==> config.mk <==
export PLATFORM = sky130hd
export DESIGN_NAME = pixel_threshold_pack_rle_encoder_top
export DESIGN_NICKNAME = d
export VERILOG_FILES = /design/src/rtl/ptpre_pkg.sv /design/src/rtl/pixel_threshold_pack_rle_encoder_top.sv /design/src/rtl/ptpre_front.sv /design/src/rtl/ptpre_queue.sv /design/src/rtl/ptpre_back.sv
export SDC_FILE = /design/constraint.sdc
export NUM_CORES = 1
export LEC_CHECK = 0
export ABC_AREA = 1
export BUFFER_PORTS_ARGS = -buffer_cell sky130_fd_sc_hd__buf_2
export CORE_ASPECT_RATIO = 1.1
export CORE_UTILIZATION = 60
export DETAILED_ROUTE_END_ITERATION = 7
export PLACE_DENSITY = 0.82
export SYNTH_ARGS = -nofsm -noshare
export SYNTH_HDL_FRONTEND = slang
export SYNTH_SLANG_ARGS = --single-unit
==> constraint.sdc <==
create_clock -name clk_i -period 5.35 [get_ports clk_i]
set_input_delay 0.2675 -clock clk_i [delete_from_list [all_inputs] [get_ports clk_i]]
set_output_delay 0.2675 -clock clk_i [all_outputs]
set_load 0.05 [all_outputs]
==> src/rtl/ptpre_pkg.sv <==
// shared types and constants for the pixel threshold / pack / run-length encoder
// used by every rtl module of the block; depends on nothing
`default_nettype none

package ptpre_pkg;

  // channel and byte widths
  localparam int unsigned ByteW   = 8;
  localparam int unsigned SumW    = 10;
  localparam int unsigned BitCntW = 3;

  // configuration port
  localparam int unsigned CfgIdxW  = 1;
  localparam int unsigned CfgDataW = 2;
  localparam logic [CfgIdxW-1:0] REG_MODE   = 1'd0;
  localparam logic [CfgIdxW-1:0] REG_INVERT = 1'd1;

  // encoding modes
  localparam logic [1:0] MODE_RAW  = 2'd0;
  localparam logic [1:0] MODE_PACK = 2'd1;
  localparam logic [1:0] MODE_RUN  = 2'd2;

  // threshold and run cap
  localparam logic [SumW-1:0]  BRIGHT_LIMIT = 10'd384;
  localparam logic [ByteW-1:0] RUN_MAX      = 8'd255;

  // bytes a single pixel can produce
  localparam int unsigned MaxBytes = 3;
  localparam int unsigned NumW     = 2;

  // default depth of the command queue
  localparam int unsigned QUEUE_DEPTH = 2;

  // one pixel's worth of output bytes, slot 0 goes out first
  typedef struct packed {
    logic [NumW-1:0]                num;
    logic [MaxBytes-1:0][ByteW-1:0] data;
  } cmd_t;

endpackage

`default_nettype wire

==> src/rtl/pixel_threshold_pack_rle_encoder_top.sv <==
// Pixel encoder: one RGB pixel in per request, encoded bytes out one per request.
// Mode 0 sends red, green and blue (3 bytes per pixel); mode 1 packs a bright bit
// per pixel LSB first and mode 2 sends dark run lengths, both taking one pixel per
// cycle while the command queue has room. The byte-wide output port sets the
// sustained rate; with an empty queue the first byte of a pixel is offered the
// cycle after the pixel is accepted, later when earlier bytes are still queued.
// Configuration must be written while idle; the block does not enforce this.
// Top level; depends on ptpre_pkg, ptpre_front, ptpre_queue, ptpre_back
`default_nettype none

module pixel_threshold_pack_rle_encoder_top #(
  parameter int unsigned QueueDepth = ptpre_pkg::QUEUE_DEPTH
) (
  input  wire logic                             clk_i,
  input  wire logic                             rst_ni,
  input  wire logic                             cfg_we_i,
  input  wire logic [ptpre_pkg::CfgIdxW-1:0]    cfg_idx_i,
  input  wire logic [ptpre_pkg::CfgDataW-1:0]   cfg_wdata_i,
  input  wire logic                             in_valid_i,
  output logic                                  in_ready_o,
  input  wire logic [ptpre_pkg::ByteW-1:0]      red_i,
  input  wire logic [ptpre_pkg::ByteW-1:0]      green_i,
  input  wire logic [ptpre_pkg::ByteW-1:0]      blue_i,
  input  wire logic                             end_of_image_i,
  output logic                                  out_valid_o,
  input  wire logic                             out_ready_i,
  output logic [ptpre_pkg::ByteW-1:0]           byte_out_o,
  output logic                                  last_of_item_o
);

  logic            push, full, q_valid, pop;
  ptpre_pkg::cmd_t cmd, head;

  // classify pixel and build its byte command
  ptpre_front u_front (
    .clk_i          (clk_i),
    .rst_ni         (rst_ni),
    .cfg_we_i       (cfg_we_i),
    .cfg_idx_i      (cfg_idx_i),
    .cfg_wdata_i    (cfg_wdata_i),
    .in_valid_i     (in_valid_i),
    .in_ready_o     (in_ready_o),
    .red_i          (red_i),
    .green_i        (green_i),
    .blue_i         (blue_i),
    .end_of_image_i (end_of_image_i),
    .push_o         (push),
    .cmd_o          (cmd),
    .full_i         (full)
  );

  // decoupling queue
  ptpre_queue #(
    .Depth (QueueDepth)
  ) u_queue (
    .clk_i   (clk_i),
    .rst_ni  (rst_ni),
    .push_i  (push),
    .cmd_i   (cmd),
    .full_o  (full),
    .valid_o (q_valid),
    .head_o  (head),
    .pop_i   (pop)
  );

  // byte serializer
  ptpre_back u_back (
    .clk_i          (clk_i),
    .rst_ni         (rst_ni),
    .valid_i        (q_valid),
    .head_i         (head),
    .pop_o          (pop),
    .out_valid_o    (out_valid_o),
    .out_ready_i    (out_ready_i),
    .byte_out_o     (byte_out_o),
    .last_of_item_o (last_of_item_o)
  );

endmodule

`default_nettype wire

==> src/rtl/ptpre_front.sv <==
// front end: config registers, pixel classification and encoder state
// produces one command of up to three bytes per pixel; depends on ptpre_pkg
`default_nettype none

module ptpre_front (
  input  wire logic                               clk_i,
  input  wire logic                               rst_ni,
  input  wire logic                               cfg_we_i,
  input  wire logic [ptpre_pkg::CfgIdxW-1:0]      cfg_idx_i,
  input  wire logic [ptpre_pkg::CfgDataW-1:0]     cfg_wdata_i,
  input  wire logic                               in_valid_i,
  output logic                                    in_ready_o,
  input  wire logic [ptpre_pkg::ByteW-1:0]        red_i,
  input  wire logic [ptpre_pkg::ByteW-1:0]        green_i,
  input  wire logic [ptpre_pkg::ByteW-1:0]        blue_i,
  input  wire logic                               end_of_image_i,
  output logic                                    push_o,
  output ptpre_pkg::cmd_t                         cmd_o,
  input  wire logic                               full_i
);

  logic [1:0]                       mode_q;
  logic                             invert_q;
  logic [ptpre_pkg::ByteW-1:0]      bit_accum_q, bit_accum_d;
  logic [ptpre_pkg::BitCntW-1:0]    bit_count_q, bit_count_d;
  logic [ptpre_pkg::ByteW-1:0]      run_count_q, run_count_d;

  logic                             accept;
  logic [ptpre_pkg::ByteW-1:0]      r, g, b;
  logic [ptpre_pkg::SumW-1:0]       sum;
  logic                             bright;
  logic [ptpre_pkg::ByteW-1:0]      acc_set;
  logic [ptpre_pkg::BitCntW-1:0]    cnt_inc;
  logic [ptpre_pkg::ByteW-1:0]      run_inc;

  assign in_ready_o = ~full_i;
  assign accept     = in_valid_i & in_ready_o;

  // optional inversion and brightness test
  assign r      = invert_q ? ~red_i   : red_i;
  assign g      = invert_q ? ~green_i : green_i;
  assign b      = invert_q ? ~blue_i  : blue_i;
  assign sum    = ptpre_pkg::SumW'(r) + ptpre_pkg::SumW'(g) + ptpre_pkg::SumW'(b);
  assign bright = (sum >= ptpre_pkg::BRIGHT_LIMIT);

  assign acc_set = bit_accum_q | (ptpre_pkg::ByteW'(bright) << bit_count_q);
  assign cnt_inc = bit_count_q + ptpre_pkg::BitCntW'(1);
  assign run_inc = run_count_q + ptpre_pkg::ByteW'(1);

  // per-mode byte generation and state update
  always_comb begin
    cmd_o       = '0;
    bit_accum_d = bit_accum_q;
    bit_count_d = bit_count_q;
    run_count_d = run_count_q;
    case (mode_q)
      ptpre_pkg::MODE_RAW: begin
        cmd_o.num     = 2'd3;
        cmd_o.data[0] = r;
        cmd_o.data[1] = g;
        cmd_o.data[2] = b;
      end
      ptpre_pkg::MODE_PACK: begin
        bit_count_d = cnt_inc;
        if (cnt_inc == '0) begin
          // byte complete
          cmd_o.num     = 2'd1;
          cmd_o.data[0] = acc_set;
          bit_accum_d   = '0;
        end else begin
          bit_accum_d = acc_set;
          if (end_of_image_i) begin
            // flush the partial byte
            cmd_o.num     = 2'd1;
            cmd_o.data[0] = acc_set;
          end
        end
      end
      ptpre_pkg::MODE_RUN: begin
        if (bright) begin
          run_count_d = '0;
          if (run_count_q != '0) begin
            cmd_o.num     = 2'd2;
            cmd_o.data[0] = run_count_q;
            cmd_o.data[1] = '0;
          end else begin
            cmd_o.num     = 2'd1;
            cmd_o.data[0] = '0;
          end
        end else if (run_count_q == ptpre_pkg::RUN_MAX) begin
          // capped run goes out, new run starts at one
          run_count_d   = ptpre_pkg::ByteW'(1);
          cmd_o.data[0] = ptpre_pkg::RUN_MAX;
          cmd_o.data[1] = ptpre_pkg::ByteW'(1);
          cmd_o.num     = end_of_image_i ? 2'd2 : 2'd1;
        end else begin
          run_count_d   = run_inc;
          cmd_o.data[0] = run_inc;
          cmd_o.num     = end_of_image_i ? 2'd1 : 2'd0;
        end
      end
      default: begin
        cmd_o.num = 2'd0;
      end
    endcase
    if (end_of_image_i) begin
      bit_accum_d = '0;
      bit_count_d = '0;
      run_count_d = '0;
    end
  end

  assign push_o = accept & (cmd_o.num != '0);

  // configuration registers
  always_ff @(posedge clk_i or negedge rst_ni) begin
    if (!rst_ni) begin
      mode_q   <= ptpre_pkg::MODE_RAW;
      invert_q <= 1'b0;
    end else if (cfg_we_i) begin
      unique case (cfg_idx_i)
        ptpre_pkg::REG_MODE:   mode_q   <= cfg_wdata_i;
        ptpre_pkg::REG_INVERT: invert_q <= cfg_wdata_i[0];
        default:               mode_q   <= mode_q;
      endcase
    end
  end

  // encoder state
  always_ff @(posedge clk_i or negedge rst_ni) begin
    if (!rst_ni) begin
      bit_accum_q <= '0;
      bit_count_q <= '0;
      run_count_q <= '0;
    end else if (accept) begin
      bit_accum_q <= bit_accum_d;
      bit_count_q <= bit_count_d;
      run_count_q <= run_count_d;
    end
  end

endmodule

`default_nettype wire

==> src/rtl/ptpre_queue.sv <==
// short command queue between front and back ends
// register based, Depth entries; depends on ptpre_pkg
`default_nettype none

module ptpre_queue #(
  parameter int unsigned Depth = ptpre_pkg::QUEUE_DEPTH
) (
  input  wire logic             clk_i,
  input  wire logic             rst_ni,
  input  wire logic             push_i,
  input  wire ptpre_pkg::cmd_t  cmd_i,
  output logic                  full_o,
  output logic                  valid_o,
  output ptpre_pkg::cmd_t       head_o,
  input  wire logic             pop_i
);

  localparam int unsigned PtrW = (Depth > 1) ? $clog2(Depth) : 1;
  localparam int unsigned CntW = $clog2(Depth + 1);

  ptpre_pkg::cmd_t  mem_q [Depth];
  logic [PtrW-1:0]  wr_ptr_q, wr_ptr_d;
  logic [PtrW-1:0]  rd_ptr_q, rd_ptr_d;
  logic [CntW-1:0]  count_q, count_d;

  assign full_o  = (count_q == CntW'(Depth));
  assign valid_o = (count_q != '0);
  assign head_o  = mem_q[rd_ptr_q];

  // pointer and fill count update
  always_comb begin
    wr_ptr_d = wr_ptr_q;
    rd_ptr_d = rd_ptr_q;
    count_d  = count_q;
    if (push_i) begin
      wr_ptr_d = (wr_ptr_q == PtrW'(Depth - 1)) ? '0 : wr_ptr_q + PtrW'(1);
    end
    if (pop_i) begin
      rd_ptr_d = (rd_ptr_q == PtrW'(Depth - 1)) ? '0 : rd_ptr_q + PtrW'(1);
    end
    if (push_i && !pop_i) begin
      count_d = count_q + CntW'(1);
    end else if (!push_i && pop_i) begin
      count_d = count_q - CntW'(1);
    end
  end

  always_ff @(posedge clk_i or negedge rst_ni) begin
    if (!rst_ni) begin
      wr_ptr_q <= '0;
      rd_ptr_q <= '0;
      count_q  <= '0;
    end else begin
      wr_ptr_q <= wr_ptr_d;
      rd_ptr_q <= rd_ptr_d;
      count_q  <= count_d;
    end
  end

  // entry storage
  always_ff @(posedge clk_i) begin
    if (push_i) begin
      mem_q[wr_ptr_q] <= cmd_i;
    end
  end

endmodule

`default_nettype wire

==> src/rtl/ptpre_back.sv <==
// back end: serializes one queued command into bytes, one per cycle while a command is queued and out_ready_i is high
// marks the last byte of each pixel; depends on ptpre_pkg
`default_nettype none

module ptpre_back (
  input  wire logic                         clk_i,
  input  wire logic                         rst_ni,
  input  wire logic                         valid_i,
  input  wire ptpre_pkg::cmd_t              head_i,
  output logic                              pop_o,
  output logic                              out_valid_o,
  input  wire logic                         out_ready_i,
  output logic [ptpre_pkg::ByteW-1:0]       byte_out_o,
  output logic                              last_of_item_o
);

  logic [ptpre_pkg::NumW-1:0] idx_q, idx_d;
  logic                       take;

  assign out_valid_o    = valid_i;
  assign byte_out_o     = head_i.data[idx_q];
  assign last_of_item_o = (idx_q == head_i.num - ptpre_pkg::NumW'(1));
  assign take           = valid_i & out_ready_i;
  assign pop_o          = take & last_of_item_o;

  // byte slot within the current command
  always_comb begin
    idx_d = idx_q;
    if (take) begin
      idx_d = last_of_item_o ? '0 : idx_q + ptpre_pkg::NumW'(1);
    end
  end

  always_ff @(posedge clk_i or negedge rst_ni) begin
    if (!rst_ni) begin
      idx_q <= '0;
    end else begin
      idx_q <= idx_d;
    end
  end

endmodule

`default_nettype wire

-- Word-level counts from Yosys, hierarchy flattened
Memory sizes are Yosys's and may differ from the RTL's.
Cells that the tools add are included.
W data, S select, Z words.
- register bits: 28
- memory bits (writable): 52
- memories kept: 1
- memory list (name ; depth ; width ; rd ports ; clocked after Yosys merged registers in ; write ports ; line ; text):
    u_queue.mem_q ; 2 ; 26 ; 1 ; 0 ; 1 ; ptpre_queue.sv:21 ; ptpre_pkg::cmd_t mem_q [Depth];
- add/subtract/negate cells: 10
- magnitude comparators: 2
- equal/unequal tests: 5
- shifts and indexed selects: 1
- muxes and demuxes: 37
- bitwise logic cells: 10
- reduce and logical (&&, ||, !) cells: 16
- operators by type and width (operator ; number):
    $mux W8 ; 16
    $not A8 Y8 ; 3
    $pmux W8 S3 ; 1
    $bmux W8 S2 ; 1
    $mux W16 ; 1
    $mux W2 ; 8
    $pmux W8 S2 ; 1
    $add A10 B8 Y10 ; 1
    $ge A10 B9 Y1 const B ; 1
    $reduce_bool A2 Y1 ; 5
    $add A8 B8 Y9 ; 1
    $add A8 B1 Y8 const B ; 1
    $eq A8 B8 Y1 const B ; 1
    $or A8 B8 Y8 ; 1
    $reduce_and A2 Y1 ; 4
    $reduce_bool A8 Y1 ; 1
    $shl A1 B3 Y8 ; 1
    $mux W1 ; 6
    $mux W3 ; 2
    $pmux W2 S3 ; 1
    $add A2 B1 Y2 const B ; 2
    $and A1 B1 Y1 ; 4
    $eq A2 B2 Y1 const B ; 2
    $sub A2 B1 Y2 const B ; 2
    other kinds (10) ; 14

-- Logic depth before layout (Yosys ltp)
Gate-level depths: netlist of the first run.
- word-level depth: 13
- depth in mapped cells: 36
- mapped depth without buffers: 34

-- Modules after synthesis
Synthesis of the first run repeated with hierarchy kept, for this count alone.
- cells, all modules: 539
- area, all modules: 5071.1 um^2
- modules (own cells, without submodules) (module ; instances ; cells an instance ; area each (um^2) ; sequential area each (um^2)):
    ptpre_front ; 1 ; 366 ; 2514.9 ; 550.5
    ptpre_queue ; 1 ; 106 ; 2183.3 ; 1661.6
    ptpre_back ; 1 ; 67 ; 372.9 ; 50.0

-- Least setup slack after synthesis of the first run
OpenSTA, ideal clock, no wires.
- path kind: reg2reg
- start: register u_front.invert_q
- end: memory u_queue.mem_q[1][0] (netlist name) (enable)
- arrival: 4.515 ns
- data required time: 4.941 ns
- path slack: 0.426 ns
- stages on the path, launching flop included: 31
- path buffers: 2
- period minus slack after synthesis: 4.924 ns
- cells stage by stage: dfrtp_1 clkbuf_1 inv_1 clkbuf_1 or2_2 nand2_1 ha_1 a21oi_1 nand2_1 a21oi_1 o21bai_1 nand2_1 nand2_1 a21oi_1 xnor2_1 ha_1 nand2_1 inv_1 nand2_1 nand2_1 a21oi_1 nand2_1 nand2_2 nand2_4 nand2_8 nand2_4 nand3_1 nand2_2 nand2_2 nand2_2 nor2_1
- cells in the longest elaborated chain, start to end: 10
- elaborated cells between the ends (all ways): 12
- classes of those cells: add/sub (2); order compare (1); mux (7); bitwise (1); reduce/logical (1)
- ends and longest elaborated chain (element ; line ; text):
    from (decl) ; ptpre_front.sv:23 ; logic invert_q;
    from (signal assigned) ; ptpre_front.sv:123 ; ptpre_pkg::REG_INVERT: invert_q <= cfg_wdata_i[0];
    $mux W8, on equally long branches ; ptpre_front.sv:40, ptpre_front.sv:41 ;
    $add A8 B8 Y9 ; ptpre_front.sv:43 ; assign sum = ptpre_pkg::SumW'(r) + ptpre_pkg::SumW'(g) + ptpre_pkg::SumW'(b);
    $add A10 B8 Y10 (*) ; ptpre_front.sv:43 ;
    $ge A10 B9 Y1 (*) ; ptpre_front.sv:44 ; assign bright = (sum >= ptpre_pkg::BRIGHT_LIMIT);
    $mux W2 (*) ; ptpre_front.sv:80 ; if (bright) begin
    $pmux W2 S3 (*) ; ptpre_front.sv:56 ; case (mode_q)
    $reduce_bool A2 Y1 (*) ; ptpre_front.sv:113 ; assign push_o = accept & (cmd_o.num != '0);
    $and A1 B1 Y1 (*) ; ptpre_front.sv:113 ;
    $mux W1 (*) ; ptpre_queue.sv:62 ; if (push_i) begin
    $mux W1 (implied by the code) (*) ; ptpre_queue.sv:63 ; mem_q[wr_ptr_q] <= cmd_i;
    to (decl) ; ptpre_queue.sv:21 ;
Every way passes the cells marked *; elsewhere a longest branch is shown, timed or not.

==> reports/summary.txt, run 1 <==
Outcome = finished, final reports clean
Synthesized flop and latch total = 80
Mapped Nets = 606
Netlist Area Pre-Place = 4890 µm²
Clock sinks = 80
FMAX = 208 MHz
Reg2Reg Depth = 32
Clk_skew = 0.0125 ns
Die width = 88.1 µm
Worst slew margin = 0.440
CP arrival = 5.04 ns
FF-to-FF setup slack = 0.55 ns
Capturing point of the worst reg2reg path = u_queue.count_q[1]
Detailed placement HPWL = 8130 µm
Die Area = 8520 µm²
CP endpoint kind = flop
Data required time of the worst path = 5.59 ns
Postcts setup bufs = 0
Hold Path End = u_front.invert_q
Routed WL per cell = 15.2 µm
Gr ovfl total = 0
Mean post-synth cell area = 8.91 µm²
Antenna diode count = 0
Final Hold Viols = 0
Starting Density = 0.618
CTS root buffer = clkbuf_8
Total Wirelength = 10,800 µm
Sequential area share after synthesis = 0.462
Startpoint types = flop
VDD IR max = 0.255 mV
Initial antenna violation count = 0
Min Tclk post-route = 4.80 ns
Routability Congestion = 0.936
Final non-filler cell total = 706
Die Ht = 96.7 µm
Leak = 2.39 nW
Final hold slack = 0.123 ns
CP max-delay cell = dfrtp_1
Top FF cell, synth = edfxtp_1
H-tree Lvls = 3
# Max-Cap Violations = 0
Core area = 7910 µm²
Asr flop ratio synth = 0.350
Pre-CTS WS = 0.603 ns
Final worst path period share = 0.897
Final ANT Viol Nets = 0
Hold path start = cfg_idx_i
Final core occ = 0.679
CTS tree = yes
CP Class = flop to flop
PortBufs = 43
Worst r2r src = u_front.invert_q
Cells after Synth = 549
Final slew viol count = 0
DR iter-0 viols = 228
Number of flops mapped to enable cells by yosys = 52
Layout Nets = 650
CP most frequent cell = nand2_1
Top Ports = 44
Share of post-route cells with drive strength above 1 = 0.181
Worst-Margin Slew = 0.840 ns
Area Overhead vs Synth = 9.87%
Clock-pin slew on the worst setup and hold paths = 0.09 ns
Clock Path Buffers = 2
Vias per cell = 5.54
# rows = 34
Vias post-DR = 3,914
Drt drc = 0
Endpoints failing setup = 0
Vias in the first global route = 3,894
Total CTS buffers = 9
DRT Pass-1 Iters = 5
Netlist cell types = 41
Fin Setup TNS = 0 ns
Ys Warns = 0
Clk_lat worst skew = 0.36 ns
Final worst setup slack = 0.553 ns
Total GRT Usage = 0.274
Hold Path Class = input port to flop
Hold Path Stages = 2
Slowest stage delay, CP = 0.77 ns
First-pass GRT wire length = 17,700 µm
Largest net degree at the start of global routing = 29
CP max FO = 24
Placed cell count = 689
PwrDens = 564 nW/µm²
RSZ-0062 raised after global routing = no
final cells by class:
class                           instances  area, µm²
Multi-Input combinational cell        393       2330
Timing Repair Buffer                   47        248
Fill cell                             625       2540
Clock inverter                          6       36.3
Inverter                               62        238
Clock buffer                           10        128
Sequential cell                        80       2260
Tap cell                              108        135
registers in the layout, summed over array words and instances, names as in the netlist:
register,cells
u_front.bit_accum_q,8
u_back.idx_q,2
u_front.run_count_q,8
u_queue.rd_ptr_q,1
u_queue.wr_ptr_q,1
u_front.invert_q,1
u_queue.mem_q,52
u_front.mode_q,2
u_queue.count_q,2
u_front.bit_count_q,3
critical path: cells and delay by family (launching register included):
family                     cells  cell delay, ns
adders and majority gates      3            0.88
AOI/OAI and AO/OA              6            0.81
and+or+nand+nor               16            1.36
xor gates and xnor gates       2            0.30
buffers and inverters          5            0.54
DFF                            1            0.77
metrics by stage:
| stage | area [µm²] | total power, mW |
|---|---|---|
| after floorplan | 4890 | 2.30 |
| after global placement | 5200 | 2.58 |
| after detailed placement | 5200 | 2.65 |
| after CTS | 5380 | 3.03 |
| after global routing | 5380 | 3.26 |
| final | 5380 | 3.03 |
layer usage:
metal	GRT usage	vias to the layer above	part of all wire
met3	0.0495	28	0.059
met4	0.135	0	0.029
met1	0.359	1831	0.42
li1	-	1934	-
met2	0.436	121	0.50
met5	0	-	0
worst max path at each step:
stage                     start             endpoint  slack (ns)
2_1_floorplan  u_front.invert_q  u_queue.mem_q[1][0]        0.43
3_3_place_gp   u_front.invert_q   u_queue.count_q[1]        0.88
6_report       u_front.invert_q   u_queue.count_q[1]        0.55
4_1_cts        u_front.invert_q   u_queue.count_q[1]        0.57
5_1_grt        u_front.invert_q   u_queue.count_q[1]        0.06
3_5_place_dp   u_front.invert_q   u_queue.count_q[1]        0.60
timing repair:
item,CTS,global route
hold endpoints to repair,28,0
hold buffers,1,0
resized for setup,0,0
kinds of logic (layout without fill, tap and decap cells):
group / after synthesis / in the layout / synth area share
adder cells (fa/ha/maj): 24 / 24 / 0.0644
AND/OR/NAND/NOR: 232 / 232 / 0.219
buffers and inverters: 76 / 125 / 0.0621
multiplexers: 1 / 1 / 0.00205
XOR/XNOR: 28 / 28 / 0.0501
flip-flops: 80 / 80 / 0.462
AO/OA/AOI/OAI: 108 / 108 / 0.140
cell usage after synthesis (all sizes together), types with 2 or more instances:
cell type  count  area, µm²
edfxtp        52       1560
nor2          49        194
o21bai         9       67.6
a21oi         30        154
o211ai         8       90.1
o21ai         34        170
or2           13       81.3
fa             2       40.0
xnor2         10       87.6
inv           60        230
buf            3       25.0
nor3           3       25.0
clkbuf        11       41.3
dfrtp         28        701
nand2        129        536
clkinv         2       7.51
a21boi         8       60.1
o32ai          8       70.1
nand3         35        200
ha            22        275
o22ai          8       50.1
xor2          18        158
a31oi          2       12.5
power breakdown:
group          switching (mW)  internal [mW]  leakage [nW]
Sequential              0.120          0.870         0.856
Clock                   0.222          0.165        0.0773
Combinational            1.15          0.508          1.46
cells in the final DEF, fill, tap and decap left out, types with 2 or more instances in the layout:
| master | n |
|---|---|
| a21boi_1 | 8 |
| a21oi_1 | 29 |
| a31oi_1 | 2 |
| buf_2 | 43 |
| buf_4 | 3 |
| clkbuf_8 | 9 |
| clkinv_1 | 4 |
| clkinvlp_4 | 2 |
| dfrtp_1 | 28 |
| edfxtp_1 | 52 |
| fa_1 | 2 |
| ha_1 | 22 |
| inv_1 | 53 |
| inv_2 | 6 |
| nand2_1 | 118 |
| nand2_2 | 8 |
| nand2_4 | 2 |
| nand3_1 | 30 |
| nand3_2 | 5 |
| nor2_1 | 46 |
| nor2_2 | 2 |
| nor3_2 | 2 |
| o211ai_1 | 2 |
| o211ai_2 | 6 |
| o21ai_0 | 32 |
| o21ai_1 | 2 |
| o21bai_1 | 9 |
| o22ai_1 | 8 |
| o32ai_1 | 8 |
| or2_2 | 13 |
| xnor2_1 | 10 |
| xor2_1 | 18 |
Note: power is estimated with default switching activity, not from simulation.
==> inputs of run 2 (changes only) <==
--- a/config.mk
+++ b/config.mk
@@ -8,6 +8,7 @@
 export ABC_AREA = 1
 export BUFFER_PORTS_ARGS = -buffer_cell sky130_fd_sc_hd__buf_2
 export CORE_ASPECT_RATIO = 1.1
+export CORE_MARGIN = 2
 export CORE_UTILIZATION = 60
 export DETAILED_ROUTE_END_ITERATION = 7
 export PLACE_DENSITY = 0.82
==> reports/summary.txt, run 2 (same netlist as run 1, synthesis figures left out) <==
CP endpoint kind = flop (unchanged)
# Max-Cap Violations = 0 (unchanged)
Antenna diode count = 0 (unchanged)
Hold Path Class = input port to flop (unchanged)
Final worst path period share = 0.894 (was 0.897)
Final Hold Viols = 0 (unchanged)
Outcome = finished, final reports clean (unchanged)
DR iter-0 viols = 277 (was 228)
Area Overhead vs Synth = 10.8% (was 9.87%)
Capturing point of the worst reg2reg path = u_queue.count_q[1] (unchanged)
CP max FO = 26 (was 24)
Die Ht = 98.7 µm (was 96.7 µm)
Share of post-route cells with drive strength above 1 = 0.186 (was 0.181)
Die width = 90.1 µm (was 88.1 µm)
Clk_lat worst skew = 0.35 ns (was 0.36 ns)
CTS root buffer = clkbuf_8 (unchanged)
FF-to-FF setup slack = 0.57 ns (was 0.55 ns)
Final hold slack = 0.120 ns (was 0.123 ns)
RSZ-0062 raised after global routing = no (unchanged)
Endpoints failing setup = 0 (unchanged)
Slowest stage delay, CP = 0.57 ns (was 0.77 ns)
Gate power share = 0.535 (was 0.546)
Commonest non-fill, non-tap cell in the layout = nand2_1 (unchanged)
Top Ports = 44 (unchanged)
Clock sinks = 80 (unchanged)
Vias per cell = 5.59 (was 5.54)
Vias post-DR = 3,949 (was 3,914)
Largest net degree at the start of global routing = 29 (unchanged)
CP Class = flop to flop (unchanged)
Total CTS buffers = 9 (unchanged)
Final slew viol count = 0 (unchanged)
Largest register by flop count = u_queue.mem_q (unchanged)
Hold Path End = u_front.invert_q (unchanged)
# rows = 34 (unchanged)
Total GRT Usage = 0.256 (was 0.274)
Postcts setup bufs = 0 (unchanged)
Reg2Reg Depth = 33 (was 32)
Starting Density = 0.618 (unchanged)
Commonest cells after routing, fill and taps aside = nand2_1, inv_1, edfxtp_1, nor2_1, buf_2 (unchanged)
Worst r2r src = u_front.invert_q (unchanged)
CP arrival = 5.02 ns (was 5.04 ns)
CTS tree = yes (unchanged)
First-pass GRT wire length = 18,100 µm (was 17,700 µm)
Worst slew margin = 0.419 (was 0.440)
Final non-filler cell total = 706 (unchanged)
CP max-delay cell = dfrtp_2 (was dfrtp_1)
Placed cell count = 689 (unchanged)
CP most frequent cell = nand2_1 (unchanged)
Hold Path Stages = 2 (unchanged)
Initial antenna violation count = 0 (unchanged)
VDD IR max = 0.336 mV (was 0.255 mV)
Fin Setup TNS = 0 ns (unchanged)
Data required time of the worst path = 5.58 ns (was 5.59 ns)
DRT Pass-1 Iters = 5 (unchanged)
Detailed placement HPWL = 8080 µm (was 8130 µm)
Clock-pin slew on the worst setup and hold paths = 0.09 ns (about the same)
Core area = 7910 µm² (unchanged)
Leak = 2.42 nW (was 2.39 nW)
Gr ovfl total = 0 (unchanged)
Regs by FF count = u_queue.mem_q: 52 flops, u_front.bit_accum_q: 8 flops, u_front.run_count_q: 8 flops (unchanged)
Max FFs per register = 52 (unchanged)
PwrDens = 576 nW/µm² (was 564 nW/µm²)
Share of power burned in registers = 0.317 (was 0.327)
H-tree Lvls = 3 (unchanged)
Clock Path Buffers = 2 (unchanged)
Startpoint types = flop (unchanged)
Switching portion of total power = 0.485 (was 0.491)
FMAX = 209 MHz (was 208 MHz)
Total Wirelength = 11,000 µm (was 10,800 µm)
Vias in the first global route = 3,857 (was 3,894)
Clk_skew = 0.00846 ns (was 0.0125 ns)
Routability Congestion = 0.889 (was 0.936)
Internal power = 1.61 mW (was 1.54 mW)
Clock share of power = 0.148 (was 0.128)
Drt drc = 0 (unchanged)
Switching power = 1.51 mW (was 1.49 mW)
Min Tclk post-route = 4.78 ns (was 4.80 ns)
Routed WL per cell = 15.6 µm (was 15.2 µm)
Final ANT Viol Nets = 0 (unchanged)
Layout Nets = 650 (unchanged)
PortBufs = 43 (unchanged)
Hold path start = cfg_idx_i (unchanged)
Total Power = 3.12 mW (was 3.03 mW)
Worst-Margin Slew = 0.872 ns (was 0.840 ns)
Die Area = 8890 µm² (was 8520 µm²)
[run 2: final cells by class]
cell class                      instances  area, µm²
Clock buffer                           12        178
Clock inverter                          4       31.3
Fill cell                             616       2490
Inverter                               62        238
Multi-Input combinational cell        393       2330
Sequential cell                        80       2260
Tap cell                              108        135
Timing Repair Buffer                   47        248
[run 2: power by group through the flow]
stage               Clock (mW)  Combinational [mW]  Sequential (mW)
finish                   0.463                1.67            0.990
global route             0.492                1.83             1.01
CTS                      0.464                1.66            0.987
floorplan                    0                1.37            0.933
detailed placement           0                1.65             1.00
global placement             0                1.60            0.990
[run 2: routing by layer]
layer	track usage	share of wire	routed length [µm]	vias to the layer above
met5	0	0	0	-
met3	0.0505	0.052	572	23
met2	0.434	0.49	5430	103
li1	-	-	-	1938
met1	0.334	0.44	4830	1885
met4	0.0828	0.018	195	0
[run 2: worst max-delay path: cells and delay by family (launching register included)]
| kind | cells | cell delay, ns |
|---|---|---|
| compound gates | 6 | 0.82 |
| simple gates | 18 | 1.68 |
| fa+ha+maj | 3 | 0.97 |
| flops | 1 | 0.57 |
| buf+inv | 4 | 0.39 |
| xor+xnor | 2 | 0.25 |
[run 2: how the worst max path moves through the flow]
| stage | startpoint | end | depth (start not counted) |
|---|---|---|---|
| 2_1_floorplan | u_front.invert_q | u_queue.mem_q[1][0] | 30 |
| 3_3_place_gp | u_front.invert_q | u_queue.count_q[1] | 34 |
| 3_5_place_dp | u_front.invert_q | u_queue.count_q[1] | 33 |
| 4_1_cts | u_front.invert_q | u_queue.count_q[1] | 33 |
| 5_1_grt | u_front.invert_q | u_queue.count_q[1] | 35 |
| 6_report | u_front.invert_q | u_queue.count_q[1] | 33 |
[run 2: metrics by stage]
stage / utilization / cell area, µm² / setup WS [ns]
global placement: 0.657 / 5200 / 0.741
global route: 0.685 / 5420 / 0.164
floorplan: - / 4890 / 0.426
finish: 0.685 / 5420 / 0.566
CTS: 0.685 / 5420 / 0.468
detailed placement: 0.657 / 5200 / 0.483
[run 2: repair_timing]
item,4_1_cts,5_1_grt
endpoints found under the setup margin,0,1
endpoints found under the hold margin,28,0
hold buffers,1,0
gates resized for setup,0,1
